`src/sv/cbc_pkg.sv`:
```
`timescale 1ns / 1ps

package cbc_pkg;

  // bank register widths of the attached cartridge
  localparam int unsigned ROM_BANK_BITS = 9;
  localparam int unsigned RAM_BANK_BITS = 4;

  localparam logic [8:0] RomBankMask = 9'((10'd1 << ROM_BANK_BITS) - 10'd1);
  localparam logic [3:0] RamBankMask = 4'((5'd1 << RAM_BANK_BITS) - 5'd1);

  // clock register count and counter limits
  localparam int unsigned ClockRegs  = 5;
  localparam logic [8:0]  SecLimit   = 9'd60;
  localparam logic [8:0]  MinLimit   = 9'd60;
  localparam logic [8:0]  HourLimit  = 9'd24;

  typedef enum logic [1:0] {
    FUNC_WRITE = 2'd0,
    FUNC_READ  = 2'd1,
    FUNC_TICK  = 2'd2
  } func_e;

  typedef enum logic [1:0] {
    TGT_NONE  = 2'd0,
    TGT_ROM   = 2'd1,
    TGT_RAM   = 2'd2,
    TGT_CLOCK = 2'd3
  } target_e;

  typedef enum logic [2:0] {
    KIND_NONE = 3'd0,
    KIND_MBC1 = 3'd1,
    KIND_MBC2 = 3'd2,
    KIND_MBC3 = 3'd3,
    KIND_MBC5 = 3'd4
  } kind_e;

  // clock register indexes
  typedef enum logic [2:0] {
    CLK_SEC     = 3'd0,
    CLK_MIN     = 3'd1,
    CLK_HOUR    = 3'd2,
    CLK_DAY_LO  = 3'd3,
    CLK_DAY_HI  = 3'd4
  } clk_reg_e;

  typedef struct packed {
    logic [1:0]  func;
    logic [15:0] bus_address;
    logic [7:0]  bus_data;
  } cbc_in_t;

  typedef struct packed {
    logic [1:0]  target;
    logic [22:0] mem_address;
    logic        write_enable;
    logic [7:0]  write_data;
    logic [7:0]  clock_data;
  } cbc_out_t;

  // commands from the mapper to the clock unit
  typedef struct packed {
    logic       tick;
    logic       wr;
    logic       latch;
    logic [2:0] idx;
    logic [7:0] data;
  } rtc_ctl_t;

endpackage

```
`src/sv/cartridge_bank_controller.sv`:
```
`timescale 1ns / 1ps

// channel | dir | handshake             | payload
// in      | in  | in_valid_i/in_stall_o | in_item_i   (cbc_in_t)
// out     | out | out_valid_o/out_stall_i | out_item_o (cbc_out_t)
// cfg     | in  | cfg_valid_i/cfg_ready_o | cfg_data_i (mapper kind)
//
// one access per clock while the output is not stalled; a result reaches the output
// through the input register, then bank translation into the result register
// reset sets the low ROM bank to 1 and clears the other bank registers, the clock registers and the mapper kind
// a stall on the output holds both stages and is passed to in_stall_o
// the configuration port is always ready

module cartridge_bank_controller (
  input  logic               clk_i,
  input  logic               rst_ni,
  input  logic               in_valid_i,
  output logic               in_stall_o,
  input  cbc_pkg::cbc_in_t   in_item_i,
  output logic               out_valid_o,
  input  logic               out_stall_i,
  output cbc_pkg::cbc_out_t  out_item_o,
  input  logic               cfg_valid_i,
  output logic               cfg_ready_o,
  input  logic [2:0]         cfg_data_i
);

  logic              in_vld_q;
  cbc_pkg::cbc_in_t  in_item_q;
  logic              out_vld_q;
  cbc_pkg::cbc_out_t out_item_q;
  logic              advance;
  logic              load_in;
  cbc_pkg::rtc_ctl_t rtc_ctl;
  cbc_pkg::cbc_out_t result;
  logic [7:0]        clock_rd;

  // pipeline flow control
  assign advance     = in_vld_q && (!out_vld_q || !out_stall_i);
  assign load_in     = !in_vld_q || advance;
  assign in_stall_o  = !load_in;
  assign cfg_ready_o = 1'b1;

  // input register
  always_ff @(posedge clk_i or negedge rst_ni) begin
    if (!rst_ni) begin
      in_vld_q <= 1'b0;
    end else if (load_in) begin
      in_vld_q <= in_valid_i;
    end
  end

  always_ff @(posedge clk_i) begin
    if (load_in && in_valid_i) begin
      in_item_q <= in_item_i;
    end
  end

  cbc_mapper u_mapper (
    .clk_i       (clk_i),
    .rst_ni      (rst_ni),
    .cfg_write_i (cfg_valid_i),
    .cfg_data_i  (cfg_data_i),
    .fire_i      (advance),
    .item_i      (in_item_q),
    .clock_rd_i  (clock_rd),
    .rtc_ctl_o   (rtc_ctl),
    .result_o    (result)
  );

  cbc_rtc u_rtc (
    .clk_i     (clk_i),
    .rst_ni    (rst_ni),
    .ctl_i     (rtc_ctl),
    .latched_o (clock_rd)
  );

  // result register
  always_ff @(posedge clk_i or negedge rst_ni) begin
    if (!rst_ni) begin
      out_vld_q <= 1'b0;
    end else if (!out_vld_q || !out_stall_i) begin
      out_vld_q <= advance;
    end
  end

  always_ff @(posedge clk_i) begin
    if (advance) begin
      out_item_q <= result;
    end
  end

  assign out_valid_o = out_vld_q;
  assign out_item_o  = out_item_q;

endmodule

```
`src/sv/cbc_rtc.sv`:
```
`timescale 1ns / 1ps

module cbc_rtc (
  input  logic               clk_i,
  input  logic               rst_ni,
  input  cbc_pkg::rtc_ctl_t  ctl_i,
  output logic [7:0]         latched_o
);

  logic [7:0] live_q [cbc_pkg::ClockRegs];
  logic [7:0] live_d [cbc_pkg::ClockRegs];
  logic [7:0] latch_q [cbc_pkg::ClockRegs];
  logic [7:0] latch_d [cbc_pkg::ClockRegs];

  logic [8:0] sec_inc, min_inc, hour_inc;
  logic       sec_wrap, min_wrap, hour_wrap;

  // counter increments and overflow
  assign sec_inc   = {1'b0, live_q[cbc_pkg::CLK_SEC]} + 9'd1;
  assign min_inc   = {1'b0, live_q[cbc_pkg::CLK_MIN]} + 9'd1;
  assign hour_inc  = {1'b0, live_q[cbc_pkg::CLK_HOUR]} + 9'd1;
  assign sec_wrap  = sec_inc >= cbc_pkg::SecLimit;
  assign min_wrap  = min_inc >= cbc_pkg::MinLimit;
  assign hour_wrap = hour_inc >= cbc_pkg::HourLimit;

  // next value of live and latched copies
  always_comb begin
    live_d  = live_q;
    latch_d = latch_q;
    if (ctl_i.tick && !live_q[cbc_pkg::CLK_DAY_HI][6]) begin
      live_d[cbc_pkg::CLK_SEC] = sec_wrap ? 8'd0 : sec_inc[7:0];
      if (sec_wrap) begin
        live_d[cbc_pkg::CLK_MIN] = min_wrap ? 8'd0 : min_inc[7:0];
        if (min_wrap) begin
          live_d[cbc_pkg::CLK_HOUR] = hour_wrap ? 8'd0 : hour_inc[7:0];
          if (hour_wrap) begin
            if (live_q[cbc_pkg::CLK_DAY_LO] != 8'hFF) begin
              live_d[cbc_pkg::CLK_DAY_LO] = live_q[cbc_pkg::CLK_DAY_LO] + 8'd1;
            end else begin
              live_d[cbc_pkg::CLK_DAY_LO] = 8'd0;
              if (!live_q[cbc_pkg::CLK_DAY_HI][0]) begin
                live_d[cbc_pkg::CLK_DAY_HI] = live_q[cbc_pkg::CLK_DAY_HI] | 8'h01;
              end else begin
                live_d[cbc_pkg::CLK_DAY_HI] = (live_q[cbc_pkg::CLK_DAY_HI] | 8'h80) & 8'hFE;
              end
            end
          end
        end
      end
    end
    if (ctl_i.latch) begin
      latch_d = live_q;
    end
    if (ctl_i.wr && (ctl_i.idx < 3'(cbc_pkg::ClockRegs))) begin
      live_d[ctl_i.idx]  = ctl_i.data;
      latch_d[ctl_i.idx] = ctl_i.data;
    end
  end

  // clock register storage
  always_ff @(posedge clk_i or negedge rst_ni) begin
    if (!rst_ni) begin
      for (int i = 0; i < cbc_pkg::ClockRegs; i++) begin
        live_q[i]  <= 8'd0;
        latch_q[i] <= 8'd0;
      end
    end else begin
      live_q  <= live_d;
      latch_q <= latch_d;
    end
  end

  // latched copy read port
  assign latched_o = (ctl_i.idx < 3'(cbc_pkg::ClockRegs)) ? latch_q[ctl_i.idx] : 8'd0;

endmodule

```
`src/sv/cbc_mapper.sv`:
```
`timescale 1ns / 1ps

module cbc_mapper (
  input  logic               clk_i,
  input  logic               rst_ni,
  input  logic               cfg_write_i,
  input  logic [2:0]         cfg_data_i,
  input  logic               fire_i,
  input  cbc_pkg::cbc_in_t   item_i,
  input  logic [7:0]         clock_rd_i,
  output cbc_pkg::rtc_ctl_t  rtc_ctl_o,
  output cbc_pkg::cbc_out_t  result_o
);

  logic [2:0] kind_q;
  logic [7:0] rom_low_q, rom_low_d;
  logic [1:0] rom_high_q, rom_high_d;
  logic [3:0] ram_sel_q, ram_sel_d;
  logic       mode_q, mode_d;
  logic       clk_sel_q, clk_sel_d;
  logic [2:0] clk_idx_q, clk_idx_d;
  logic       latch_last_q, latch_last_d;

  logic [15:0] addr;
  logic [7:0]  data;
  logic        is_write, is_read, is_tick;
  logic        in_ram_win, clock_active;
  logic [8:0]  upper_bank, lower_bank;
  logic [3:0]  ram_page;
  logic [22:0] rom_addr_lo, rom_addr_hi, ram_addr;

  assign addr     = item_i.bus_address;
  assign data     = item_i.bus_data;
  assign is_write = fire_i && (item_i.func == cbc_pkg::FUNC_WRITE);
  assign is_read  = item_i.func == cbc_pkg::FUNC_READ;
  assign is_tick  = fire_i && (item_i.func == cbc_pkg::FUNC_TICK);
  assign in_ram_win = addr[15:13] == 3'b101;

  assign clock_active = (kind_q == cbc_pkg::KIND_MBC3) && clk_sel_q &&
                        (clk_idx_q < 3'(cbc_pkg::ClockRegs));

  // bank selection per mapper kind
  always_comb begin
    upper_bank = 9'd1;
    lower_bank = 9'd0;
    ram_page   = 4'd0;
    case (kind_q)
      cbc_pkg::KIND_MBC1: begin
        upper_bank = {2'b00, rom_high_q,
                      (rom_low_q[4:0] == 5'd0) ? 5'd1 : rom_low_q[4:0]};
        if (mode_q) begin
          lower_bank = {2'b00, rom_high_q, 5'd0};
          ram_page   = {2'b00, rom_high_q};
        end
      end
      cbc_pkg::KIND_MBC2: begin
        upper_bank = {5'd0, (rom_low_q[3:0] == 4'd0) ? 4'd1 : rom_low_q[3:0]};
      end
      cbc_pkg::KIND_MBC3: begin
        upper_bank = {2'b00, (rom_low_q[6:0] == 7'd0) ? 7'd1 : rom_low_q[6:0]};
        ram_page   = {2'b00, ram_sel_q[1:0]};
      end
      cbc_pkg::KIND_MBC5: begin
        upper_bank = {rom_high_q[0], rom_low_q};
        ram_page   = ram_sel_q;
      end
      default: begin
        upper_bank = 9'd1;
      end
    endcase
  end

  // physical addresses
  assign rom_addr_lo = {lower_bank & cbc_pkg::RomBankMask, addr[13:0]};
  assign rom_addr_hi = {upper_bank & cbc_pkg::RomBankMask, addr[13:0]};
  assign ram_addr    = {6'd0, ram_page & cbc_pkg::RamBankMask, addr[12:0]};

  // bank command decode
  always_comb begin
    rom_low_d    = rom_low_q;
    rom_high_d   = rom_high_q;
    ram_sel_d    = ram_sel_q;
    mode_d       = mode_q;
    clk_sel_d    = clk_sel_q;
    clk_idx_d    = clk_idx_q;
    latch_last_d = latch_last_q;
    rtc_ctl_o    = '0;
    rtc_ctl_o.idx  = clk_idx_q;
    rtc_ctl_o.data = data;
    rtc_ctl_o.tick = is_tick && (kind_q == cbc_pkg::KIND_MBC3);
    if (is_write && !addr[15] && (addr[14:13] != 2'b00)) begin
      case (kind_q)
        cbc_pkg::KIND_MBC1: begin
          case (addr[14:13])
            2'b01:   rom_low_d  = {3'd0, (data[4:0] == 5'd0) ? 5'd1 : data[4:0]};
            2'b10:   rom_high_d = data[1:0];
            default: mode_d     = data[0];
          endcase
        end
        cbc_pkg::KIND_MBC2: begin
          if (addr[14:13] == 2'b01) begin
            rom_low_d = {4'd0, (data[3:0] == 4'd0) ? 4'd1 : data[3:0]};
          end
        end
        cbc_pkg::KIND_MBC3: begin
          case (addr[14:13])
            2'b01: rom_low_d = {1'b0, (data[6:0] == 7'd0) ? 7'd1 : data[6:0]};
            2'b10: begin
              if (data inside {[8'd0 : 8'd3]}) begin
                ram_sel_d = data[3:0];
                clk_sel_d = 1'b0;
              end else if (data inside {[8'd8 : 8'd12]}) begin
                clk_idx_d = 3'(data - 8'd8);
                clk_sel_d = 1'b1;
              end
            end
            default: begin
              rtc_ctl_o.latch = !latch_last_q && data[0];
              latch_last_d    = data[0];
            end
          endcase
        end
        cbc_pkg::KIND_MBC5: begin
          if (addr[14:12] == 3'b010) begin
            rom_low_d = data;
          end else if (addr[14:13] == 2'b01) begin
            rom_high_d = {1'b0, data[0]};
          end else if (addr[14:13] == 2'b10) begin
            ram_sel_d = data[3:0];
          end
        end
        default: begin
          rom_low_d = rom_low_q;
        end
      endcase
    end
    if (is_write && in_ram_win && clock_active) begin
      rtc_ctl_o.wr = 1'b1;
    end
  end

  // result of the access
  always_comb begin
    result_o = '0;
    if (item_i.func == cbc_pkg::FUNC_WRITE) begin
      if (in_ram_win) begin
        if (clock_active) begin
          result_o.target = cbc_pkg::TGT_CLOCK;
        end else begin
          result_o.target       = cbc_pkg::TGT_RAM;
          result_o.mem_address  = ram_addr;
          result_o.write_enable = 1'b1;
          result_o.write_data   = data;
        end
      end
    end else if (is_read) begin
      if (!addr[15]) begin
        result_o.target      = cbc_pkg::TGT_ROM;
        result_o.mem_address = addr[14] ? rom_addr_hi : rom_addr_lo;
      end else if (in_ram_win) begin
        if (clock_active) begin
          result_o.target     = cbc_pkg::TGT_CLOCK;
          result_o.clock_data = clock_rd_i;
        end else begin
          result_o.target      = cbc_pkg::TGT_RAM;
          result_o.mem_address = ram_addr;
        end
      end
    end
  end

  // mapper kind register
  always_ff @(posedge clk_i or negedge rst_ni) begin
    if (!rst_ni) begin
      kind_q <= cbc_pkg::KIND_NONE;
    end else if (cfg_write_i) begin
      kind_q <= cfg_data_i;
    end
  end

  // bank state registers
  always_ff @(posedge clk_i or negedge rst_ni) begin
    if (!rst_ni) begin
      rom_low_q    <= 8'd1;
      rom_high_q   <= 2'd0;
      ram_sel_q    <= 4'd0;
      mode_q       <= 1'b0;
      clk_sel_q    <= 1'b0;
      clk_idx_q    <= cbc_pkg::CLK_SEC;
      latch_last_q <= 1'b0;
    end else begin
      rom_low_q    <= rom_low_d;
      rom_high_q   <= rom_high_d;
      ram_sel_q    <= ram_sel_d;
      mode_q       <= mode_d;
      clk_sel_q    <= clk_sel_d;
      clk_idx_q    <= clk_idx_d;
      latch_last_q <= latch_last_d;
    end
  end

endmodule

```
`config.mk`:
```
export PLATFORM = sky130hd
export DESIGN_NAME = cartridge_bank_controller
export DESIGN_NICKNAME = d
export VERILOG_FILES = /design/src/sv/cbc_pkg.sv /design/src/sv/cartridge_bank_controller.sv /design/src/sv/cbc_rtc.sv /design/src/sv/cbc_mapper.sv
export SDC_FILE = /design/constraint.sdc
export NUM_CORES = 1
export LEC_CHECK = 0
export ABC_AREA = 1
export BUFFER_PORTS_ARGS = -buffer_cell sky130_fd_sc_hd__buf_2
export CAP_MARGIN = 10
export CORE_MARGIN = 2
export CORE_UTILIZATION = 60
export CTS_CLUSTER_SIZE = 14
export DETAILED_ROUTE_END_ITERATION = 8
export GPL_TIMING_DRIVEN = 1
export PLACE_DENSITY_LB_ADDON = 0.3
export SLEW_MARGIN = 15
export SYNTH_ARGS = -nofsm -noshare
export SYNTH_HDL_FRONTEND = slang
export SYNTH_HIERARCHICAL = 1
export SYNTH_SLANG_ARGS = --single-unit
```
`constraint.sdc`:
```
create_clock -name clk_i -period 14 [get_ports clk_i]
set_clock_uncertainty 0.1 [all_clocks]
set_input_delay 2.8 -clock clk_i [delete_from_list [all_inputs] [get_ports clk_i]]
set_output_delay 2.8 -clock clk_i [all_outputs]
set_load 0.05 [all_outputs]
```
==> impl_metrics.env <==
export IMPL_diodes=0
export IMPL_fmax_mhz=160
export IMPL_power_density_mw_per_mm2=115
export IMPL_place_area_mm2=0.00921
export IMPL_wl_mm=20.8
export IMPL_synth_edf_count=68
export IMPL_postCtsSetupBuffers=0
export IMPL_seq_area_mm2=0.00467
export IMPL_drive_gt1_frac=0.152
export IMPL_num_nets_final=1120
export IMPL_cts_tree="yes"
export IMPL_first_iter_violations=812
export IMPL_worstHoldPathType="flip-flop to flip-flop"
export IMPL_async_flop_share=0.607
export IMPL_firstDrtPassIters=6
export IMPL_numCtsBuffers=17
export IMPL_cts_sinks=173
export IMPL_antenna_found_initial=0
export IMPL_max_stage_delay_ns=0.25
export IMPL_clockBufferDepth=2
export IMPL_worstSetupEndpointType="output port"
export IMPL_fin_util=0.682
export IMPL_path_max_fanout=3
export IMPL_start_util=0.608
export IMPL_synth_seq_cells=173
export IMPL_final_cell_mix="nand2_1, inv_1, dfrtp_1"
export IMPL_stdcell_count=1273
export IMPL_met2_length_mm=10.2
export IMPL_nFillCells=1096
export IMPL_dieArea_mm2=0.0155
export IMPL_setup_viol=0
export IMPL_grt_max_degree=76
export IMPL_seq_area_frac_synth=0.535
export IMPL_crit_top_cell="buf_2"
export IMPL_cp_start_kind="input port"
export IMPL_finalCritPeriodShare=0.445
export IMPL_wl_met3_mm=1.33
export IMPL_ff2ff_path_depth=11
export IMPL_status="finished, final reports clean"
export IMPL_dp_cells=1241
export IMPL_top_layer="met4"
export IMPL_cp_slowest_cell="buf_2"
export IMPL_coreArea_mm2=0.0144
export IMPL_timing_setup_tns_ns=0
export IMPL_drcViolationCount=0
export IMPL_drtAntennaViolNets=0
export IMPL_first_global_vias=6544
export IMPL_synth_cell_area_mm2=0.00873
export IMPL_max_slew_margin=0.351
export IMPL_cts_htree_levels=4
export IMPL_routed_via_density=5.60
export IMPL_clk_pin_slew_ns=0.07
export IMPL_tightest_slew_ns=0.973
export IMPL_num_vias=7123
export IMPL_post_cts_resized=0
export IMPL_worst_slack_ns=7.77
export IMPL_clock_latency_ns=0.43
export IMPL_holdBufCountCts=0
export IMPL_gp_congestion=0.926
export IMPL_hold_slack_ns=0.394
export IMPL_route_detailed_wl_per_inst_um=16.4
export IMPL_track_usage=0.272
export IMPL_synth_cells=1011
export IMPL_grt_pass1_wl_mm=33.2
export IMPL_finalPower_mw=1.13
export IMPL_die_y_um=125
export IMPL_crit_arrival_ns=3.33
export IMPL_dp_slack_ns=7.77
export IMPL_overflow=0
export IMPL_port_buffers=77
export IMPL_die_x_um=125
export IMPL_maxSlewViolCount=0
export IMPL_cp_data_required_time_ns=11.10
export IMPL_io_pins=79
export IMPL_final_cell_area_mm2=0.00979
export IMPL_cp_cell_sequence="buf_2 -> nand3_2 -> inv_1 -> buf_2"
export IMPL_syn_to_final_growth_pct=12.2
export IMPL_hold_viol=0
export IMPL_fin_crit_ns=6.23
export IMPL_leakagePower_nw=4.63
export IMPL_cts_root_buf="clkbuf_16"
export IMPL_rows=44
export IMPL_maxCapViolations=0
export IMPL_yosysWarningCount=6
export IMPL_worstSetupPathType="input port to output port"
export IMPL_ir_worst_vdd_mv=0.0874
export IMPL_avgSynthCellArea_um2=8.64
export IMPL_synth_flop_cell="dfrtp_1"
export IMPL_layout_commonest_cell="nand2_1"
export IMPL_synthesis_nets=1055
export IMPL_wl_met1_mm=8.65
export IMPL_rsz0062_at_grt="false"
export IMPL_dpl_hpwl_mm=14.3
export IMPL_synth_distinct_cells=44
export IMPL_multi_input_area_mm2=0.00333
export IMPL_holdPathStages=2
[synth_stat cells (2+ instances only)]
cell | count | share of area
o21ai_1 | 12 | 0.0069
nand3_1 | 48 | 0.028
nand2_4 | 3 | 0.0039
o221ai_1 | 2 | 0.0020
o31ai_1 | 5 | 0.0043
nand2_1 | 219 | 0.094
mux2_2 | 5 | 0.0064
o211ai_1 | 6 | 0.0052
dfrtp_1 | 104 | 0.30
nand4_1 | 16 | 0.011
o21ai_0 | 89 | 0.051
buf_4 | 13 | 0.011
a31oi_1 | 3 | 0.0021
nor2_1 | 97 | 0.042
nand3_2 | 7 | 0.0080
nor3_1 | 7 | 0.0040
clkbuf_1 | 17 | 0.0073
inv_2 | 3 | 0.0013
a21oi_2 | 4 | 0.0040
a21oi_1 | 49 | 0.028
nor2_4 | 3 | 0.0039
nand2_2 | 9 | 0.0064
or2_2 | 5 | 0.0036
xnor2_1 | 3 | 0.0030
ha_1 | 10 | 0.014
xor2_1 | 2 | 0.0020
edfxtp_1 | 68 | 0.23
a21boi_0 | 3 | 0.0026
inv_1 | 145 | 0.062
buf_2 | 4 | 0.0023
o21bai_1 | 20 | 0.017
nor2_2 | 10 | 0.0072
a21boi_1 | 9 | 0.0077
[routing by layer]
layer	up-vias	GRT usage
li1	3417	-
met1	3362	0.363
met2	294	0.438
met3	50	0.0563
met4	0	0.108
met5	-	0
[logic make-up after synthesis]
kind of cell | after synthesis | synth area share
AOI/OAI and AO/OA | 204 | 0.133
xor gates and xnor gates | 5 | 0.00502
adders and majority gates | 10 | 0.0143
buffers and inverters | 184 | 0.0861
DFF | 173 | 0.535
muxes | 5 | 0.00645
other | 1 | 0.000430
and+or+nand+nor | 429 | 0.220
[flip-flops by register name, indices dropped and copies added (netlist names)]
signal                 flops
u_rtc/live_q              40
out_item_o                42
in_item_q                 26
u_mapper/kind_q            3
u_mapper/rom_high_q        2
u_mapper/mode_q            1
u_rtc/latch_q             40
u_mapper/ram_sel_q         4
out_valid_o                1
u_mapper/rom_low_q         8
u_mapper/clk_idx_q         3
in_vld_q                   1
u_mapper/clk_sel_q         1
u_mapper/latch_last_q      1
[worst paths after layout]
check,from,to,slack [ns]
max in group asynchronous,rst_ni,u_rtc/live_q[21],10.37
min reg2reg,u_mapper/ram_sel_q[0],u_mapper/ram_sel_q[0],0.39
max reg2reg,out_valid_o,u_rtc/live_q[0],10.61
min,u_mapper/ram_sel_q[0],u_mapper/ram_sel_q[0],0.39
max,out_stall_i,in_stall_o,7.77
min in group asynchronous,rst_ni,u_mapper/kind_q[1],2.29
[cell type report]
| type | count | area share |
|---|---|---|
| inverters | 149 | 0.0571 |
| flip-flops and latches | 173 | 0.477 |
| repair buffers | 81 | 0.0427 |
| clock buffers | 18 | 0.0438 |
| clock inverters | 14 | 0.0164 |
| well taps | 184 | 0.0235 |
| multi-input cells | 654 | 0.340 |
[where the power goes]
group | total (mW) | switching, mW | internal, mW
Combinational | 0.0893 | 0.0697 | 0.0196
Clock | 0.473 | 0.206 | 0.267
Sequential | 0.566 | 0.0157 | 0.550
Total | 1.13 | 0.292 | 0.837
[worst max-delay path, delay by kind of cell]
| family | cells | cell delay, ns |
|---|---|---|
| buffers and inverters | 3 | 0.44 |
| and+or+nand+nor | 1 | 0.10 |
(Power assumes the default switching activity.)
